File: src/rtl/core/mrfc_pkg.sv
// Shared types, constants and the CRC byte update for the Modbus response frame checker.
package mrfc_pkg;

  // Byte count limit per frame, echo included.
  localparam int MAX_FRAME = 256;

  // Width of the byte counter and of the reported frame length.
  localparam int CNT_W = 9;

  // Depths of the command queue and of the result queue.
  localparam int CMD_DEPTH = 2;
  localparam int RES_DEPTH = 2;

  // Fewest frame bytes a valid response can have.
  localparam logic [CNT_W-1:0] MIN_FRAME = CNT_W'(5);

  // CRC seed and reflected polynomial.
  localparam logic [15:0] CRC_INIT = 16'hFFFF;
  localparam logic [15:0] CRC_POLY = 16'hA001;

  // Configuration register indexes.
  localparam logic [1:0] CFG_EXP_ADDRESS  = 2'd0;
  localparam logic [1:0] CFG_EXP_FUNCTION = 2'd1;
  localparam logic [1:0] CFG_ECHO_LENGTH  = 2'd2;

  // Input item kinds.
  localparam logic KIND_BYTE = 1'b0;
  localparam logic KIND_EOF  = 1'b1;

  // Result status codes.
  typedef enum logic [2:0] {
    ST_OK             = 3'd0,
    ST_NO_RESPONSE    = 3'd1,
    ST_TOO_SHORT      = 3'd2,
    ST_WRONG_ADDRESS  = 3'd3,
    ST_EXCEPTION      = 3'd4,
    ST_WRONG_FUNCTION = 3'd5,
    ST_CRC_MISMATCH   = 3'd6
  } status_t;

  // Commands passed from the front end to the back end.
  typedef enum logic [2:0] {
    OP_ADDRESS,   // first frame byte
    OP_FUNCTION,  // second frame byte
    OP_THIRD,     // third frame byte, also starts CRC feeding
    OP_DATA,      // any later frame byte
    OP_EOF        // end of frame, carries length and no-response flag
  } op_t;

  typedef struct packed {
    op_t              op;
    logic [7:0]       data;
    logic [CNT_W-1:0] len;
    logic             no_resp;
  } cmd_t;

  typedef struct packed {
    status_t          status;
    logic [CNT_W-1:0] len;
    logic [7:0]       exc;
  } result_t;

  // Byte-wide Modbus CRC-16 update, eight unrolled shift steps.
  function automatic logic [15:0] crc_feed(input logic [15:0] crc, input logic [7:0] b);
    logic [15:0] c;
    c = crc ^ {8'h00, b};
    for (int i = 0; i < 8; i++) begin
      if (c[0]) begin
        c = (c >> 1) ^ CRC_POLY;
      end else begin
        c = c >> 1;
      end
    end
    return c;
  endfunction

endpackage

File: src/rtl/core/mrfc_fifo.sv
// Small first-in first-out queue used between the front end, back end and result port.
module mrfc_fifo #(
  parameter int W     = 8,
  parameter int DEPTH = 2
) (
  input  logic         clk,
  input  logic         rst_n,
  input  logic         push,
  input  logic [W-1:0] wdata,
  output logic         full,
  input  logic         pop,
  output logic [W-1:0] rdata,
  output logic         empty
);

  localparam int PTR_W = $clog2(DEPTH);
  localparam int CNT_W = $clog2(DEPTH + 1);

  logic [W-1:0]     mem_r [DEPTH];
  logic [PTR_W-1:0] wr_ptr_r, wr_ptr_nxt;
  logic [PTR_W-1:0] rd_ptr_r, rd_ptr_nxt;
  logic [CNT_W-1:0] count_r, count_nxt;
  logic             do_push, do_pop;

  assign full    = (count_r == CNT_W'(DEPTH));
  assign empty   = (count_r == '0);
  assign do_push = push && !full;
  assign do_pop  = pop && !empty;
  assign rdata   = mem_r[rd_ptr_r];

  // Pointer and occupancy update with explicit wrap.
  always_comb begin
    wr_ptr_nxt = wr_ptr_r;
    rd_ptr_nxt = rd_ptr_r;
    count_nxt  = count_r;
    if (do_push) begin
      wr_ptr_nxt = (wr_ptr_r == PTR_W'(DEPTH - 1)) ? '0 : wr_ptr_r + 1'b1;
    end
    if (do_pop) begin
      rd_ptr_nxt = (rd_ptr_r == PTR_W'(DEPTH - 1)) ? '0 : rd_ptr_r + 1'b1;
    end
    if (do_push && !do_pop) begin
      count_nxt = count_r + 1'b1;
    end else if (do_pop && !do_push) begin
      count_nxt = count_r - 1'b1;
    end
  end

  always_ff @(posedge clk) begin
    if (!rst_n) begin
      wr_ptr_r <= '0;
      rd_ptr_r <= '0;
      count_r  <= '0;
    end else begin
      wr_ptr_r <= wr_ptr_nxt;
      rd_ptr_r <= rd_ptr_nxt;
      count_r  <= count_nxt;
    end
  end

  // Storage needs no reset; occupancy says what is valid.
  always_ff @(posedge clk) begin
    if (do_push) begin
      mem_r[wr_ptr_r] <= wdata;
    end
  end

endmodule

File: src/rtl/core/mrfc_front.sv
// Front end: counts received bytes, drops echo and overflow bytes, classifies the rest.
module mrfc_front #(
  parameter int MAX_FRAME = mrfc_pkg::MAX_FRAME
) (
  input  logic                     clk,
  input  logic                     rst_n,
  input  logic                     in_push,
  input  logic                     in_kind,
  input  logic [7:0]               in_rx_byte,
  input  logic                     q_full,
  input  logic [7:0]               echo_length,
  output logic                     q_push,
  output mrfc_pkg::cmd_t           q_cmd
);

  logic [mrfc_pkg::CNT_W-1:0] cnt_r, cnt_nxt;
  logic [mrfc_pkg::CNT_W-1:0] echo_ext;
  logic [mrfc_pkg::CNT_W-1:0] k;
  logic                       accept;
  logic                       room;
  logic                       past_echo;

  assign accept    = in_push && !q_full;
  assign echo_ext  = {1'b0, echo_length};
  assign room      = (cnt_r < mrfc_pkg::CNT_W'(MAX_FRAME));
  assign past_echo = (cnt_r >= echo_ext);
  assign k         = cnt_r - echo_ext;

  // Classify the item and decide whether the back end needs to see it.
  always_comb begin
    q_cmd.op      = mrfc_pkg::OP_DATA;
    q_cmd.data    = in_rx_byte;
    q_cmd.len     = '0;
    q_cmd.no_resp = 1'b0;
    q_push        = 1'b0;
    cnt_nxt       = cnt_r;
    if (accept) begin
      if (in_kind == mrfc_pkg::KIND_EOF) begin
        q_cmd.op      = mrfc_pkg::OP_EOF;
        q_cmd.no_resp = !(cnt_r > echo_ext);
        q_cmd.len     = (cnt_r > echo_ext) ? k : '0;
        q_push        = 1'b1;
        cnt_nxt       = '0;
      end else if (room) begin
        cnt_nxt = cnt_r + 1'b1;
        if (past_echo) begin
          q_push = 1'b1;
          if (k == mrfc_pkg::CNT_W'(0)) begin
            q_cmd.op = mrfc_pkg::OP_ADDRESS;
          end else if (k == mrfc_pkg::CNT_W'(1)) begin
            q_cmd.op = mrfc_pkg::OP_FUNCTION;
          end else if (k == mrfc_pkg::CNT_W'(2)) begin
            q_cmd.op = mrfc_pkg::OP_THIRD;
          end
        end
      end
    end
  end

  always_ff @(posedge clk) begin
    if (!rst_n) begin
      cnt_r <= '0;
    end else begin
      cnt_r <= cnt_nxt;
    end
  end

endmodule

File: src/rtl/core/mrfc_back.sv
// Back end: runs the CRC, tracks header bytes and forms the end-of-frame verdict.
module mrfc_back (
  input  logic              clk,
  input  logic              rst_n,
  input  logic              q_empty,
  input  mrfc_pkg::cmd_t    q_cmd,
  output logic              q_pop,
  input  logic [7:0]        exp_address,
  input  logic [6:0]        exp_function,
  input  logic              res_full,
  output logic              res_push,
  output mrfc_pkg::result_t res_data
);

  logic [15:0] crc_r, crc_nxt;
  logic [7:0]  held0_r, held0_nxt;
  logic [7:0]  held1_r, held1_nxt;
  logic [7:0]  addr_r, addr_nxt;
  logic [7:0]  func_r, func_nxt;
  logic [7:0]  third_r, third_nxt;
  logic        is_eof;

  assign is_eof   = (q_cmd.op == mrfc_pkg::OP_EOF);
  assign q_pop    = !q_empty && (!is_eof || !res_full);
  assign res_push = q_pop && is_eof;

  // Verdict in priority order.
  always_comb begin
    res_data.len = q_cmd.len;
    res_data.exc = '0;
    if (q_cmd.no_resp) begin
      res_data.status = mrfc_pkg::ST_NO_RESPONSE;
    end else if (q_cmd.len < mrfc_pkg::MIN_FRAME) begin
      res_data.status = mrfc_pkg::ST_TOO_SHORT;
    end else if (addr_r != exp_address) begin
      res_data.status = mrfc_pkg::ST_WRONG_ADDRESS;
    end else if (func_r == {1'b1, exp_function}) begin
      res_data.status = mrfc_pkg::ST_EXCEPTION;
      res_data.exc    = third_r;
    end else if (func_r != {1'b0, exp_function}) begin
      res_data.status = mrfc_pkg::ST_WRONG_FUNCTION;
    end else if ({held1_r, held0_r} != crc_r) begin
      res_data.status = mrfc_pkg::ST_CRC_MISMATCH;
    end else begin
      res_data.status = mrfc_pkg::ST_OK;
    end
  end

  // Frame state update per command.
  always_comb begin
    crc_nxt   = crc_r;
    held0_nxt = held0_r;
    held1_nxt = held1_r;
    addr_nxt  = addr_r;
    func_nxt  = func_r;
    third_nxt = third_r;
    if (q_pop) begin
      if (is_eof) begin
        crc_nxt   = mrfc_pkg::CRC_INIT;
        held0_nxt = '0;
        held1_nxt = '0;
        addr_nxt  = '0;
        func_nxt  = '0;
        third_nxt = '0;
      end else begin
        held0_nxt = held1_r;
        held1_nxt = q_cmd.data;
        case (q_cmd.op)
          mrfc_pkg::OP_ADDRESS:  addr_nxt = q_cmd.data;
          mrfc_pkg::OP_FUNCTION: func_nxt = q_cmd.data;
          mrfc_pkg::OP_THIRD: begin
            third_nxt = q_cmd.data;
            crc_nxt   = mrfc_pkg::crc_feed(crc_r, held0_r);
          end
          default: crc_nxt = mrfc_pkg::crc_feed(crc_r, held0_r);
        endcase
      end
    end
  end

  always_ff @(posedge clk) begin
    if (!rst_n) begin
      crc_r   <= mrfc_pkg::CRC_INIT;
      held0_r <= '0;
      held1_r <= '0;
      addr_r  <= '0;
      func_r  <= '0;
      third_r <= '0;
    end else begin
      crc_r   <= crc_nxt;
      held0_r <= held0_nxt;
      held1_r <= held1_nxt;
      addr_r  <= addr_nxt;
      func_r  <= func_nxt;
      third_r <= third_nxt;
    end
  end

endmodule

File: src/rtl/core/modbus_response_frame_checker_core.sv
// Top level of the Modbus RTU response frame checker: config registers, queues, front and back.
// One item (a received byte or an end-of-frame marker) is taken per clock while in_full is
// low; the front end classifies it and the back end updates a byte-wide CRC. An end-of-frame
// marker passes through the two-entry command queue to the back end, which writes its result
// into the two-entry result queue when that queue has room; a full result queue backs up
// into the command queue and then raises in_full. Bytes past echo_length are checked, the
// first MAX_FRAME bytes of a frame (256 by default) count and later ones are dropped until
// the end-of-frame marker.
module modbus_response_frame_checker_core #(
  parameter int MAX_FRAME = mrfc_pkg::MAX_FRAME,
  parameter int CMD_DEPTH = mrfc_pkg::CMD_DEPTH,
  parameter int RES_DEPTH = mrfc_pkg::RES_DEPTH
) (
  input  logic                       clk,
  input  logic                       rst_n,
  input  logic                       in_push,
  output logic                       in_full,
  input  logic                       in_kind,
  input  logic [7:0]                 in_rx_byte,
  output logic                       out_empty,
  input  logic                       out_pop,
  output logic [2:0]                 out_status,
  output logic [mrfc_pkg::CNT_W-1:0] out_frame_length,
  output logic [7:0]                 out_exception_code,
  input  logic                       cfg_we,
  input  logic [1:0]                 cfg_index,
  input  logic [7:0]                 cfg_wdata
);

  logic [7:0] exp_address_r;
  logic [6:0] exp_function_r;
  logic [7:0] echo_length_r;

  logic              cmd_push, cmd_full, cmd_pop, cmd_empty;
  mrfc_pkg::cmd_t    cmd_in, cmd_out;
  logic              res_push, res_full;
  mrfc_pkg::result_t res_in, res_out;

  // Configuration registers.
  always_ff @(posedge clk) begin
    if (!rst_n) begin
      exp_address_r  <= 8'd1;
      exp_function_r <= 7'd3;
      echo_length_r  <= 8'd0;
    end else if (cfg_we) begin
      case (cfg_index)
        mrfc_pkg::CFG_EXP_ADDRESS:  exp_address_r  <= cfg_wdata;
        mrfc_pkg::CFG_EXP_FUNCTION: exp_function_r <= cfg_wdata[6:0];
        mrfc_pkg::CFG_ECHO_LENGTH:  echo_length_r  <= cfg_wdata;
        default: ;
      endcase
    end
  end

  assign in_full = cmd_full;

  mrfc_front #(
    .MAX_FRAME (MAX_FRAME)
  ) u_front (
    .clk         (clk),
    .rst_n       (rst_n),
    .in_push     (in_push),
    .in_kind     (in_kind),
    .in_rx_byte  (in_rx_byte),
    .q_full      (cmd_full),
    .echo_length (echo_length_r),
    .q_push      (cmd_push),
    .q_cmd       (cmd_in)
  );

  mrfc_fifo #(
    .W     ($bits(mrfc_pkg::cmd_t)),
    .DEPTH (CMD_DEPTH)
  ) u_cmd_q (
    .clk   (clk),
    .rst_n (rst_n),
    .push  (cmd_push),
    .wdata (cmd_in),
    .full  (cmd_full),
    .pop   (cmd_pop),
    .rdata (cmd_out),
    .empty (cmd_empty)
  );

  mrfc_back u_back (
    .clk          (clk),
    .rst_n        (rst_n),
    .q_empty      (cmd_empty),
    .q_cmd        (cmd_out),
    .q_pop        (cmd_pop),
    .exp_address  (exp_address_r),
    .exp_function (exp_function_r),
    .res_full     (res_full),
    .res_push     (res_push),
    .res_data     (res_in)
  );

  mrfc_fifo #(
    .W     ($bits(mrfc_pkg::result_t)),
    .DEPTH (RES_DEPTH)
  ) u_res_q (
    .clk   (clk),
    .rst_n (rst_n),
    .push  (res_push),
    .wdata (res_in),
    .full  (res_full),
    .pop   (out_pop),
    .rdata (res_out),
    .empty (out_empty)
  );

  assign out_status         = res_out.status;
  assign out_frame_length   = res_out.len;
  assign out_exception_code = res_out.exc;

endmodule

File: config.mk
export PLATFORM = sky130hd
export DESIGN_NAME = modbus_response_frame_checker_core
export DESIGN_NICKNAME = d
export VERILOG_FILES = /design/src/rtl/core/mrfc_pkg.sv /design/src/rtl/core/mrfc_fifo.sv /design/src/rtl/core/mrfc_front.sv /design/src/rtl/core/mrfc_back.sv /design/src/rtl/core/modbus_response_frame_checker_core.sv
export SDC_FILE = /design/constraint.sdc
export NUM_CORES = 1
export LEC_CHECK = 0
export BUFFER_PORTS_ARGS = -buffer_cell sky130_fd_sc_hd__buf_2
export CORE_ASPECT_RATIO = 0.6
export CORE_MARGIN = 1
export CORE_UTILIZATION = 61
export CTS_CLUSTER_DIAMETER = 150
export DETAILED_ROUTE_END_ITERATION = 7
export PLACE_DENSITY = 0.79
export SYNTH_ARGS = -nofsm -noshare
export SYNTH_HDL_FRONTEND = slang
export SYNTH_SLANG_ARGS = --single-unit
File: constraint.sdc
create_clock -name clk -period 3.95 [get_ports clk]
set_input_delay 0.1975 -clock clk [delete_from_list [all_inputs] [get_ports clk]]
set_output_delay 0.1975 -clock clk [all_outputs]
set_load 0.05 [all_outputs]
==> results of run 1 <==
[Yosys cell counts (all sizes together), types with 5 or more instances]
| cell | count | area, µm² |
|---|---|---|
| or3 | 9 | 61.31 |
| nor3 | 20 | 121.4 |
| edfxtp | 82 | 2462 |
| clkbuf | 15 | 56.30 |
| nand2 | 16 | 60.06 |
| a211oi | 5 | 37.54 |
| mux2 | 38 | 427.9 |
| a21oi | 16 | 91.34 |
| nor2b | 75 | 469.2 |
| buf | 11 | 70.06 |
| mux2i | 43 | 442.9 |
| inv | 21 | 78.82 |
| a22oi | 24 | 180.2 |
| xnor2 | 26 | 227.7 |
| nor4 | 5 | 37.53 |
| and2 | 17 | 106.4 |
| o21ai | 28 | 140.1 |
| xor2 | 28 | 245.2 |
| dfxtp | 98 | 1962 |
| ha | 16 | 200.2 |
| nor2 | 29 | 108.9 |
| nand4 | 8 | 50.05 |
[worst paths after layout]
kind	slack, ns	cells after the start	to	from
worst max register to register	0.81	7	u_cmd_q.mem_r[1][16]	echo_length_r[5]
worst max-delay path	0.81	7	u_cmd_q.mem_r[1][16]	echo_length_r[5]
worst min-delay path	0.07	3	exp_address_r[6]	cfg_wdata[6]
worst min register to register	0.50	2	u_cmd_q.wr_ptr_r	u_cmd_q.wr_ptr_r
[routing by layer]
| metal | up-vias | global-route usage (%) | wire [µm] |
|---|---|---|---|
| li1 | 2576 | - | - |
| met1 | 2558 | 38.05 | 8232 |
| met2 | 175 | 37.19 | 7256 |
| met3 | 13 | 6.533 | 1077 |
| met4 | 0 | 7.333 | 148 |
| met5 | - | 0 | 0 |
[metrics by stage]
stage               area [µm²]  utilization (%)
floorplan                 8128                -
finish                    9169            70.90
global placement          8494            65.68
global route              9169            70.90
detailed placement        8494            65.68
CTS                       9169            70.90
[cell families after synthesis]
group           count (synthesis)  synth area share, %
fa+ha+maj                      17                2.709
simple gates                  197                14.18
buf+inv                        47                2.524
flops                         180                54.43
mux                            81                10.71
compound gates                105                8.759
xor+xnor                       57                6.681
[where the power goes]
group	internal, mW	switching [mW]
Clock	0.856	0.812
Combinational	0.773	1.14
Sequential	2.25	0.203
[placed cells by master, fill, tap and decap left out, drive strengths merged, types with 2 or more instances in the layout]
| master | count |
|---|---|
| nor2b | 75 |
| o21a | 2 |
| or4b | 2 |
| clkbuf | 17 |
| nor3b | 3 |
| nor3 | 20 |
| a21o | 3 |
| mux2 | 38 |
| nand2b | 4 |
| and2 | 17 |
| xor3 | 2 |
| buf | 52 |
| a211oi | 5 |
| o21ai | 28 |
| a31oi | 4 |
| o211a | 3 |
| clkinv | 5 |
| or3 | 9 |
| xor2 | 28 |
| mux2i | 43 |
| dlygate4sd3 | 8 |
| nand4 | 8 |
| edfxtp | 82 |
| a21oi | 16 |
| nand3b | 2 |
| nand3 | 4 |
| xnor2 | 26 |
| nand2 | 16 |
| nor4 | 5 |
| inv | 30 |
| dfxtp | 98 |
| a21boi | 4 |
| and3 | 2 |
| o2111ai | 2 |
| o22ai | 4 |
| nor2 | 29 |
| a22oi | 24 |
| ha | 16 |
[timing repair]
action                                  4_1_cts  5_1_grt
setup buffers                                 0        0
endpoints found under the hold margin        16        0
hold buffers                                  8        0
endpoints found under the setup margin        0        0
[worst max-delay path: stages, from the launching register on]
cell	delay, ns
dfxtp_1	0.33
inv_1	0.04
ha_1	0.45
nand2_1	0.12
o21ai_0	0.34
o21ai_1	0.23
a31oi_1	0.42
and2_1	0.82
[area by class of cell]
class	count	area, µm²	area share, %
Clock buffer	17	425.4	4.640
Tap cell	170	212.7	2.320
Sequential cell	180	4424	48.25
Timing Repair Buffer	60	357.8	3.903
Inverter	21	78.83	0.8597
Clock inverter	15	168.9	1.842
Multi-Input combinational cell	457	3501	38.18
[state kept, by name, indices dropped and copies added (netlist names), 2 cells and up, named ones only]
register,count
echo_length_r,8
exp_address_r,8
exp_function_r,7
u_back.addr_r,8
u_back.crc_r,16
u_back.func_r,8
u_back.held0_r,8
u_back.held1_r,8
u_back.third_r,8
u_cmd_q.count_r,2
u_cmd_q.mem_r,42
u_front.cnt_r,9
u_res_q.count_r,2
u_res_q.mem_r,40
==> summary.txt, run 1 <==
Job
  • Max-cap viol count: 0

GRT
  • Largest net degree at the start of global routing: 54
  • First-pass GRT wire length: 26680 µm
  • Grt ovf: 0
  • Vias in the first global route: 5077
  • Gr usage total: 25.76%
  • Initial antenna violation count: 0

Worst setup path
  • CP Data Required Time: 4.00 ns
  • Maximum fanout along the worst path: 21
  • Critical Path End Type: register
  • Kind of critical path: reg -> reg
  • Startpoint Class: register
  • CP arrival: 3.19 ns

Detailed routing
  • Routed WL: 16710 µm
  • Vias per std cell: 5.785
  • Antenna viol nets, final: 0
  • Routed WL per cell: 18.17 µm
  • Via count: 5322
  • Router iterations before antenna repair: 4
  • Initial DRC count: 385
  • Drt drc: 0

Timing
  • Final setup margin: 0.8098 ns
  • Total negative slack: 0 ns
  • Hold slack: 0.07425 ns
  • Setup Skew: 0.008770 ns
  • Worst slew pin tran: 1.097 ns
  • Period utilization: 79.50%
  • Final setup violation count: 0
  • Final Hold Vio Count: 0
  • Final min period: 3.140 ns
  • Final Max Slew Viols: 0
  • Highest clock rate: 318.5 MHz
  • Unrepaired setup endpoints after global routing: no
  • Slew headroom: 26.60%

Floorplanning
  • Horiz. Die Dim: 151.0 µm
  • Die area: 13800 µm²
  • Initial Utilization: 62.85%
  • I/O Pins: 46
  • Die Ht: 91.41 µm
  • Core area: 12930 µm²
  • Num rows: 32

Cells and area
  • Antenna cell count: 0
  • Layout cells sized above 1: 18.27%
  • Layout overhead on the synthesized area: 12.81%
  • Final std cells w/o fill: 920
  • Nets: 778
  • Layout fillers: 916

Synth
  • Syn nets: 725
  • Mapped Area: 8128 µm²
  • Post-synth top flop: dfxtp_1
  • Number of synthesized register bits: 180
  • Number of synthesized flops with an enable pin: 82
  • Gate Count Post-Synth: 684
  • Async SR Flop Fraction: 0%
  • Mean Syn Cell Area: 11.88 µm²
  • Synth warnings: 0
  • Yosys cell types: 64
  • Sequential-to-total area share from yosys stat: 54.43%

Clock tree
  • Root Buffer: clkbuf_16
  • Post-CTS Resized: 0
  • CTS H-tree depth: 4
  • Num CTS Buffers: 17
  • Clk Latency, worst-skew pair: 0.43 ns
  • Clock tree buffer depth: 2
  • CTS tree: built
  • Clock sinks: 180
  • Clk slew on worst S/H paths: 0.07 ns

Placement
  • Dpl hpwl: 11750 µm
  • DP Cell Count: 880
  • GPL Wtd Cong: 0.8644
  • Port buffer count: 45
  • Pre-CTS setup slack: 0.8727 ns

Run status
  • Status: finished, final reports clean

Pwr
  • Pwr per Cell Area: 657.8 nW/µm²
  • Design Power: 6.032 mW
  • VDD IR max: 327.4 µV
  • LEAKAGE: 3.557 nW

Worst hold path
  • Worst hold-check path type: in -> reg
No activity file was read; power rests on OpenSTA's default activity.
==> run 2, diff against run 1 <==
Settings changed: CORE_UTILIZATION 61 to 55, PLACE_DENSITY 0.79 to 0.75.
Clock period 3.95 ns to 2.85 ns, I/O delays scaled along.
==> summary.txt, run 2 (synthesis gave the netlist of run 1 again) <==
Worst setup path
  • Largest stage delay on the critical path: 0.63 ns (-0.19 ns)
  • Startpoint Class: register
  • Cell breakdown of the critical path: inv_1 -> ha_1 -> nand2_1 -> o21ai_0 -> o21ai_1 -> buf_4 -> a21o_1 -> a2111oi_0
  • CP max-delay cell: a2111oi_0
  • Maximum fanout along the worst path: 10 (-52%)
  • CP Data Required Time: 2.99 ns (-1.01 ns)
  • Kind of critical path: reg -> reg
  • Critical Path End Type: register
  • CP arrival: 2.82 ns (-0.37 ns)

Timing
  • Period utilization: 93.97% (+14 points)
  • Final Max Slew Viols: 0 (unchanged)
  • Final min period: 2.678 ns (-0.4622 ns)
  • Total negative slack: 0 ns (unchanged)
  • Slew headroom: 41.66% (+15 points)
  • Final Hold Vio Count: 0 (unchanged)
  • Highest clock rate: 373.4 MHz (+17%)
  • Unrepaired setup endpoints after global routing: no
  • Hold slack: 0.01634 ns (-0.05791 ns)
  • Setup Skew: 0.01320 ns (+0.004434 ns)
  • Final setup violation count: 0 (unchanged)
  • Worst slew pin tran: 0.8739 ns (-0.2229 ns)

Clock tree
  • Post-CTS Setup Bufs: 0 (unchanged)
  • CTS tree: built
  • Root Buffer: clkbuf_16
  • CTS H-tree depth: 4 (unchanged)
  • Clk Latency, worst-skew pair: 0.43 ns (about the same)
  • Clock tree buffer depth: 2 (unchanged)
  • # hold bufs at CTS: 11 (+3)
  • Clock sinks: 180 (unchanged)
  • Post-CTS Resized: 0 (unchanged)
  • Clk slew on worst S/H paths: 0.07 ns (about the same)
  • Num CTS Buffers: 17 (unchanged)

Placement
  • Dpl hpwl: 12310 µm (+4.8%)
  • DP Cell Count: 910 (+3.4%)
  • Port buffer count: 45 (unchanged)
  • GPL Wtd Cong: 0.9768 (+13%)

Detailed routing
  • Via count: 5442 (+2.3%)
  • Antenna viol nets, final: 0 (unchanged)
  • Routed WL: 17080 µm (+2.2%)
  • Initial DRC count: 410 (+6.5%)
  • Vias per std cell: 5.710 (-1.3%)
  • Routed WL per cell: 17.93 µm (-1.3%)
  • Drt drc: 0 (unchanged)
  • Router iterations before antenna repair: 5 (+1)

Pwr
  • VDD IR max: 497.2 µV (+52%)
  • Design Power: 8.439 mW (+40%)
  • LEAKAGE: 3.619 nW (+1.7%)
  • Pwr per Cell Area: 907.2 nW/µm² (+38%)

Cells and area
  • Final std cells w/o fill: 953 (+3.6%)
  • Max reg flops: 42 (unchanged)
  • Layout overhead on the synthesized area: 14.46%
  • Most frequent cells in the layout: 98 x dfxtp_1, 82 x edfxtp_1, 74 x nor2b_1
  • Final design utilization: 66.27% (-4.6 points)
  • Largest register by flop count: u_cmd_q.mem_r
  • Most common cell after layout, fill and taps aside: dfxtp_1
  • Nets: 789 (+1.4%)
  • Antenna cell count: 0 (unchanged)
  • Layout cells sized above 1: 19.05% (+0.79 points)
  • Regs by FF count: u_cmd_q.mem_r (42), u_res_q.mem_r (40), u_back.crc_r (16)

Run status
  • Status: finished, final reports clean

GRT
  • Met1 Use GR: 35.05% (-3.0 points)
  • Largest net degree at the start of global routing: 42 (-22%)
  • Vias in the first global route: 5076 (-0.020%)
  • Busiest metal layer after global routing: met1
  • Initial antenna violation count: 0 (unchanged)
  • Grt ovf: 0 (unchanged)
  • Grt met3 use: 4.869% (-1.7 points)
  • Gr usage total: 23.34% (-2.4 points)
  • First-pass GRT wire length: 26960 µm (+1.1%)
  • Grt met2 use: 33.55% (-3.6 points)

Floorplanning
  • Num rows: 33 (+3.1%)
  • Initial Utilization: 57.90% (-5.0 points)
  • Die Ht: 96.17 µm (+5.2%)
  • Core area: 14040 µm² (+8.6%)
  • Die area: 15280 µm² (+11%)
  • Horiz. Die Dim: 158.9 µm (+5.2%)
  • I/O Pins: 46 (unchanged)

Job
  • Max-cap viol count: 0 (unchanged)

Worst hold path
  • Worst hold-check path type: in -> reg
[run 2: cell type report]
class | instances | area [µm²]
multi-input cells | 457 | 3501
clock buffers | 17 | 425.4
well taps | 192 | 240.2
repair buffers | 71 | 460.4
inverters | 21 | 78.83
flip-flops and latches | 180 | 4424
clock inverters | 15 | 172.7
fillers | 1051 | 4736
[run 2: worst paths after layout]
| path | start | endpoint | slack (ns) | depth (start not counted) |
|---|---|---|---|---|
| min reg2reg | exp_function_r[1] | exp_function_r[1] | 0.50 | 2 |
| min | cfg_wdata[6] | echo_length_r[6] | 0.02 | 3 |
| max reg2reg | echo_length_r[5] | u_cmd_q.mem_r[1][4] | 0.17 | 8 |
| max | echo_length_r[5] | u_cmd_q.mem_r[1][4] | 0.17 | 8 |
[run 2: where the power goes]
group          internal (mW)  switching [mW]  leakage [nW]  total [mW]
sequential              3.12           0.289          1.54        3.41
clock                   1.19            1.14         0.293        2.33
combinational           1.11            1.59          1.78        2.71
[run 2: critical path, delay by kind of cell, from the launching register on]
family	cells	cell delay, ns
buffers and inverters	2	0.22
adders and majority gates	1	0.45
AOI/OAI and AO/OA	4	1.26
and+or+nand+nor	1	0.13
DFF	1	0.33
[run 2: metal layers]
metal  routed length (µm)  up-vias
met5                    0        -
met3                 1143       20
met4                  197        0
met2                 6936      187
met1                 8806     2648
li1                     -     2587
[run 2: metrics by stage]
stage | instance area, µm² | worst slack, ns
floorplan | 8130 | 0.2299
global placement | 8594 | 0.3115
detailed placement | 8594 | 0.2345
CTS | 9303 | 0.2046
global route | 9303 | 0.004810
finish | 9303 | 0.1720
==> run 3, diff against run 2 <==
Settings changed: ABC_AREA set to 1, CTS_CLUSTER_SIZE set to 12.
==> summary.txt, run 3 <==
Placement
  • Port buffer count: 45 (unchanged)
  • Pre-CTS setup slack: 0.2389 ns (+0.004330 ns)
  • Dpl hpwl: 11600 µm (-5.8%)
  • GPL Wtd Cong: 0.8873 (-9.2%)

Detailed routing
  • Via count: 5950 (+9.3%)
  • Vias per std cell: 5.219 (-8.6%)
  • Routed WL: 16880 µm (-1.2%)
  • Router iterations before antenna repair: 5 (unchanged)
  • Antenna viol nets, final: 0 (unchanged)
  • Drt drc: 0 (unchanged)
  • Initial DRC count: 502 (+22%)
  • Routed WL per cell: 14.80 µm (-17%)

Clock tree
  • Clock tree buffer depth: 2 (unchanged)
  • Clock sinks: 180 (unchanged)
  • Root Buffer: clkbuf_16
  • Clk Latency, worst-skew pair: 0.43 ns (about the same)
  • CTS H-tree depth: 4 (unchanged)
  • Clk slew on worst S/H paths: 0.07 ns (about the same)
  • CTS tree: built
  • Num CTS Buffers: 17 (unchanged)

Run status
  • Status: finished, final reports clean

Timing
  • Unrepaired setup endpoints after global routing: no
  • Slew headroom: 23.75% (-18 points)
  • Period utilization: 90.46% (-3.5 points)
  • Setup Skew: 0.01370 ns (+0.0005004 ns)
  • Final Hold Vio Count: 0 (unchanged)
  • Highest clock rate: 387.9 MHz (+3.9%)
  • Final min period: 2.578 ns (-0.09977 ns)
  • Final setup violation count: 0 (unchanged)
  • Total negative slack: 0 ns (unchanged)
  • Final setup margin: 0.2718 ns (+0.09977 ns)
  • Final Max Slew Viols: 0 (unchanged)
  • Worst slew pin tran: 1.143 ns (+0.2686 ns)

Worst hold path
  • Worst hold-check path type: in -> reg

Synth
  • Mapped Area: 7933 µm² (-2.4%)
  • Synth cell count leaders: 205 x nand2_1, 98 x dfxtp_1, 82 x edfxtp_1
  • Sequential-to-total area share from yosys stat: 55.77% (+1.3 points)
  • Post-synth top flop: dfxtp_1
  • Synth warnings: 0 (unchanged)
  • Most common cell in the netlist: nand2_1
  • Number of synthesized flops with an enable pin: 82 (unchanged)
  • Largest area contributor in the netlist: edfxtp_1
  • Mean Syn Cell Area: 9.107 µm² (-23%)
  • Yosys top cell area share: 31.04% (+0.75 points)
  • Gate Count Post-Synth: 871 (+27%)
  • Async SR Flop Fraction: 0% (unchanged)
  • Syn nets: 912 (+26%)
  • Number of synthesized register bits: 180 (unchanged)
  • Yosys cell types: 38 (-41%)
  • Area contributors post-synth: edfxtp_1 31%, dfxtp_1 25%, nand2_1 9.7%

Cells and area
  • Most common cell after layout, fill and taps aside: nand2_1
  • Area of the multi-input gates: 3090 µm² (-12%)
  • Layout overhead on the synthesized area: 14.78%
  • Max reg flops: 42 (unchanged)
  • Reg area: 4424 µm² (unchanged)
  • Layout fillers: 1126 (+7.1%)
  • Nets: 976 (+24%)
  • Most frequent cells in the layout: 205 x nand2_1, 98 x dfxtp_1, 82 x edfxtp_1
  • Largest register by flop count: u_cmd_q.mem_r
  • Layout cells sized above 1: 13.19% (-5.9 points)
  • Regs by FF count: u_cmd_q.mem_r (42), u_res_q.mem_r (40), u_back.crc_r (16)
  • Antenna cell count: 0 (unchanged)

GRT
  • Grt ovf: 0 (unchanged)
  • Vias in the first global route: 5348 (+5.4%)
  • First-pass GRT wire length: 26920 µm (-0.16%)
  • Initial antenna violation count: 0 (unchanged)
  • Largest net degree at the start of global routing: 53 (+26%)
  • Gr usage total: 24.04% (+0.70 points)

Floorplanning
  • Initial Utilization: 57.18% (-0.72 points)
  • Num rows: 33 (unchanged)
  • Horiz. Die Dim: 157.0 µm (-1.2%)
  • Die Ht: 95.03 µm (-1.2%)
  • Die area: 14920 µm² (-2.4%)
  • I/O Pins: 46 (unchanged)
  • Core area: 13870 µm² (-1.2%)

Worst setup path
  • CP Data Required Time: 3.16 ns (+0.17 ns)
  • Critical Path End Type: register
  • Kind of critical path: reg -> reg
  • CP arrival: 2.89 ns (+0.07 ns)
  • Startpoint Class: register
  • Maximum fanout along the worst path: 5 (-5)

Pwr
  • LEAKAGE: 3.726 nW (+3.0%)
  • Pwr per Cell Area: 1010 nW/µm² (+11%)
  • VDD IR max: 479.6 µV (-3.5%)

Job
  • Max-cap viol count: 0 (unchanged)
[run 3: logic make-up after synthesis]
| logic type | synth area share, % |
|---|---|
| AND/OR/NAND/NOR | 19.46 |
| flip-flops | 55.77 |
| AO/OA/AOI/OAI | 9.416 |
| buffers and inverters | 5.300 |
| XOR/XNOR | 4.306 |
| multiplexers | 2.965 |
| adder cells (fa/ha/maj) | 2.776 |
[run 3: final timing paths]
path,cells past startpoint,slack (ns),startpoint,endpoint
worst min register to register,1,0.45,u_cmd_q.rd_ptr_r,register
worst max-delay path,17,0.27,echo_length_r[2],u_cmd_q.count_r[1]
worst max register to register,17,0.27,echo_length_r[2],u_cmd_q.count_r[1]
worst min-delay path,3,0.02,cfg_wdata[6],exp_function_r[6]
[run 3: report_power, final]
group          internal (mW)  leakage (nW)  switching (mW)
Clock                   1.25         0.287            1.09
Combinational           1.03          1.90            2.28
Sequential              3.25          1.54           0.297
[run 3: per-layer routing]
metal	vias to the layer above	track usage (%)	wire length, µm
met4	0	6.715	155
met3	16	5.500	1166
li1	3020	-	-
met5	-	0	0
met2	192	33.70	6756
met1	2722	36.80	8797
[run 3: per-stage QoR]
stage	area, µm²	cells	hold WS (ns)	util [%]	power (mW)
floorplan	7933	871	0.2414	-	6.064
global route	9105	1140	0.02542	65.63	9.775
CTS	9102	1140	0.0006342	65.61	9.173
global placement	8363	1093	0.3328	60.28	6.765
finish	9105	1140	0.01516	65.63	9.191
detailed placement	8363	1093	0.3339	60.28	6.810
[run 3: area by class of cell]
| cell class | instances | share of cell area, % |
|---|---|---|
| repair buffers | 70 | 4.947 |
| well taps | 192 | 2.638 |
| clock inverters | 14 | 1.759 |
| clock buffers | 18 | 4.713 |
| flip-flops and latches | 180 | 48.59 |
| multi-input cells | 584 | 33.94 |
| inverters | 82 | 3.408 |
[run 3: worst max-delay path: stages, from the launching register on]
cell and delay [ns]:
dfxtp_1 0.32, inv_1 0.06, ha_1 0.37, a21oi_1 0.15, nand2_1 0.11, nand3_1 0.11
nand2_1 0.06, nand2_1 0.09, nand3_1 0.08, nand2_1 0.06, inv_1 0.06, nor2_2 0.14
inv_1 0.07, ha_1 0.30, a21oi_1 0.11, o21ai_0 0.12, o21ai_0 0.21, a21oi_1 0.06
[run 3: what timing repair did]
item                                    in CTS  in global routing
buffers inserted                             0                  0
hold buffers                                15                  0
resized for setup                            0                  1
hold endpoints to repair                    28                  0
endpoints found under the setup margin       0                  1
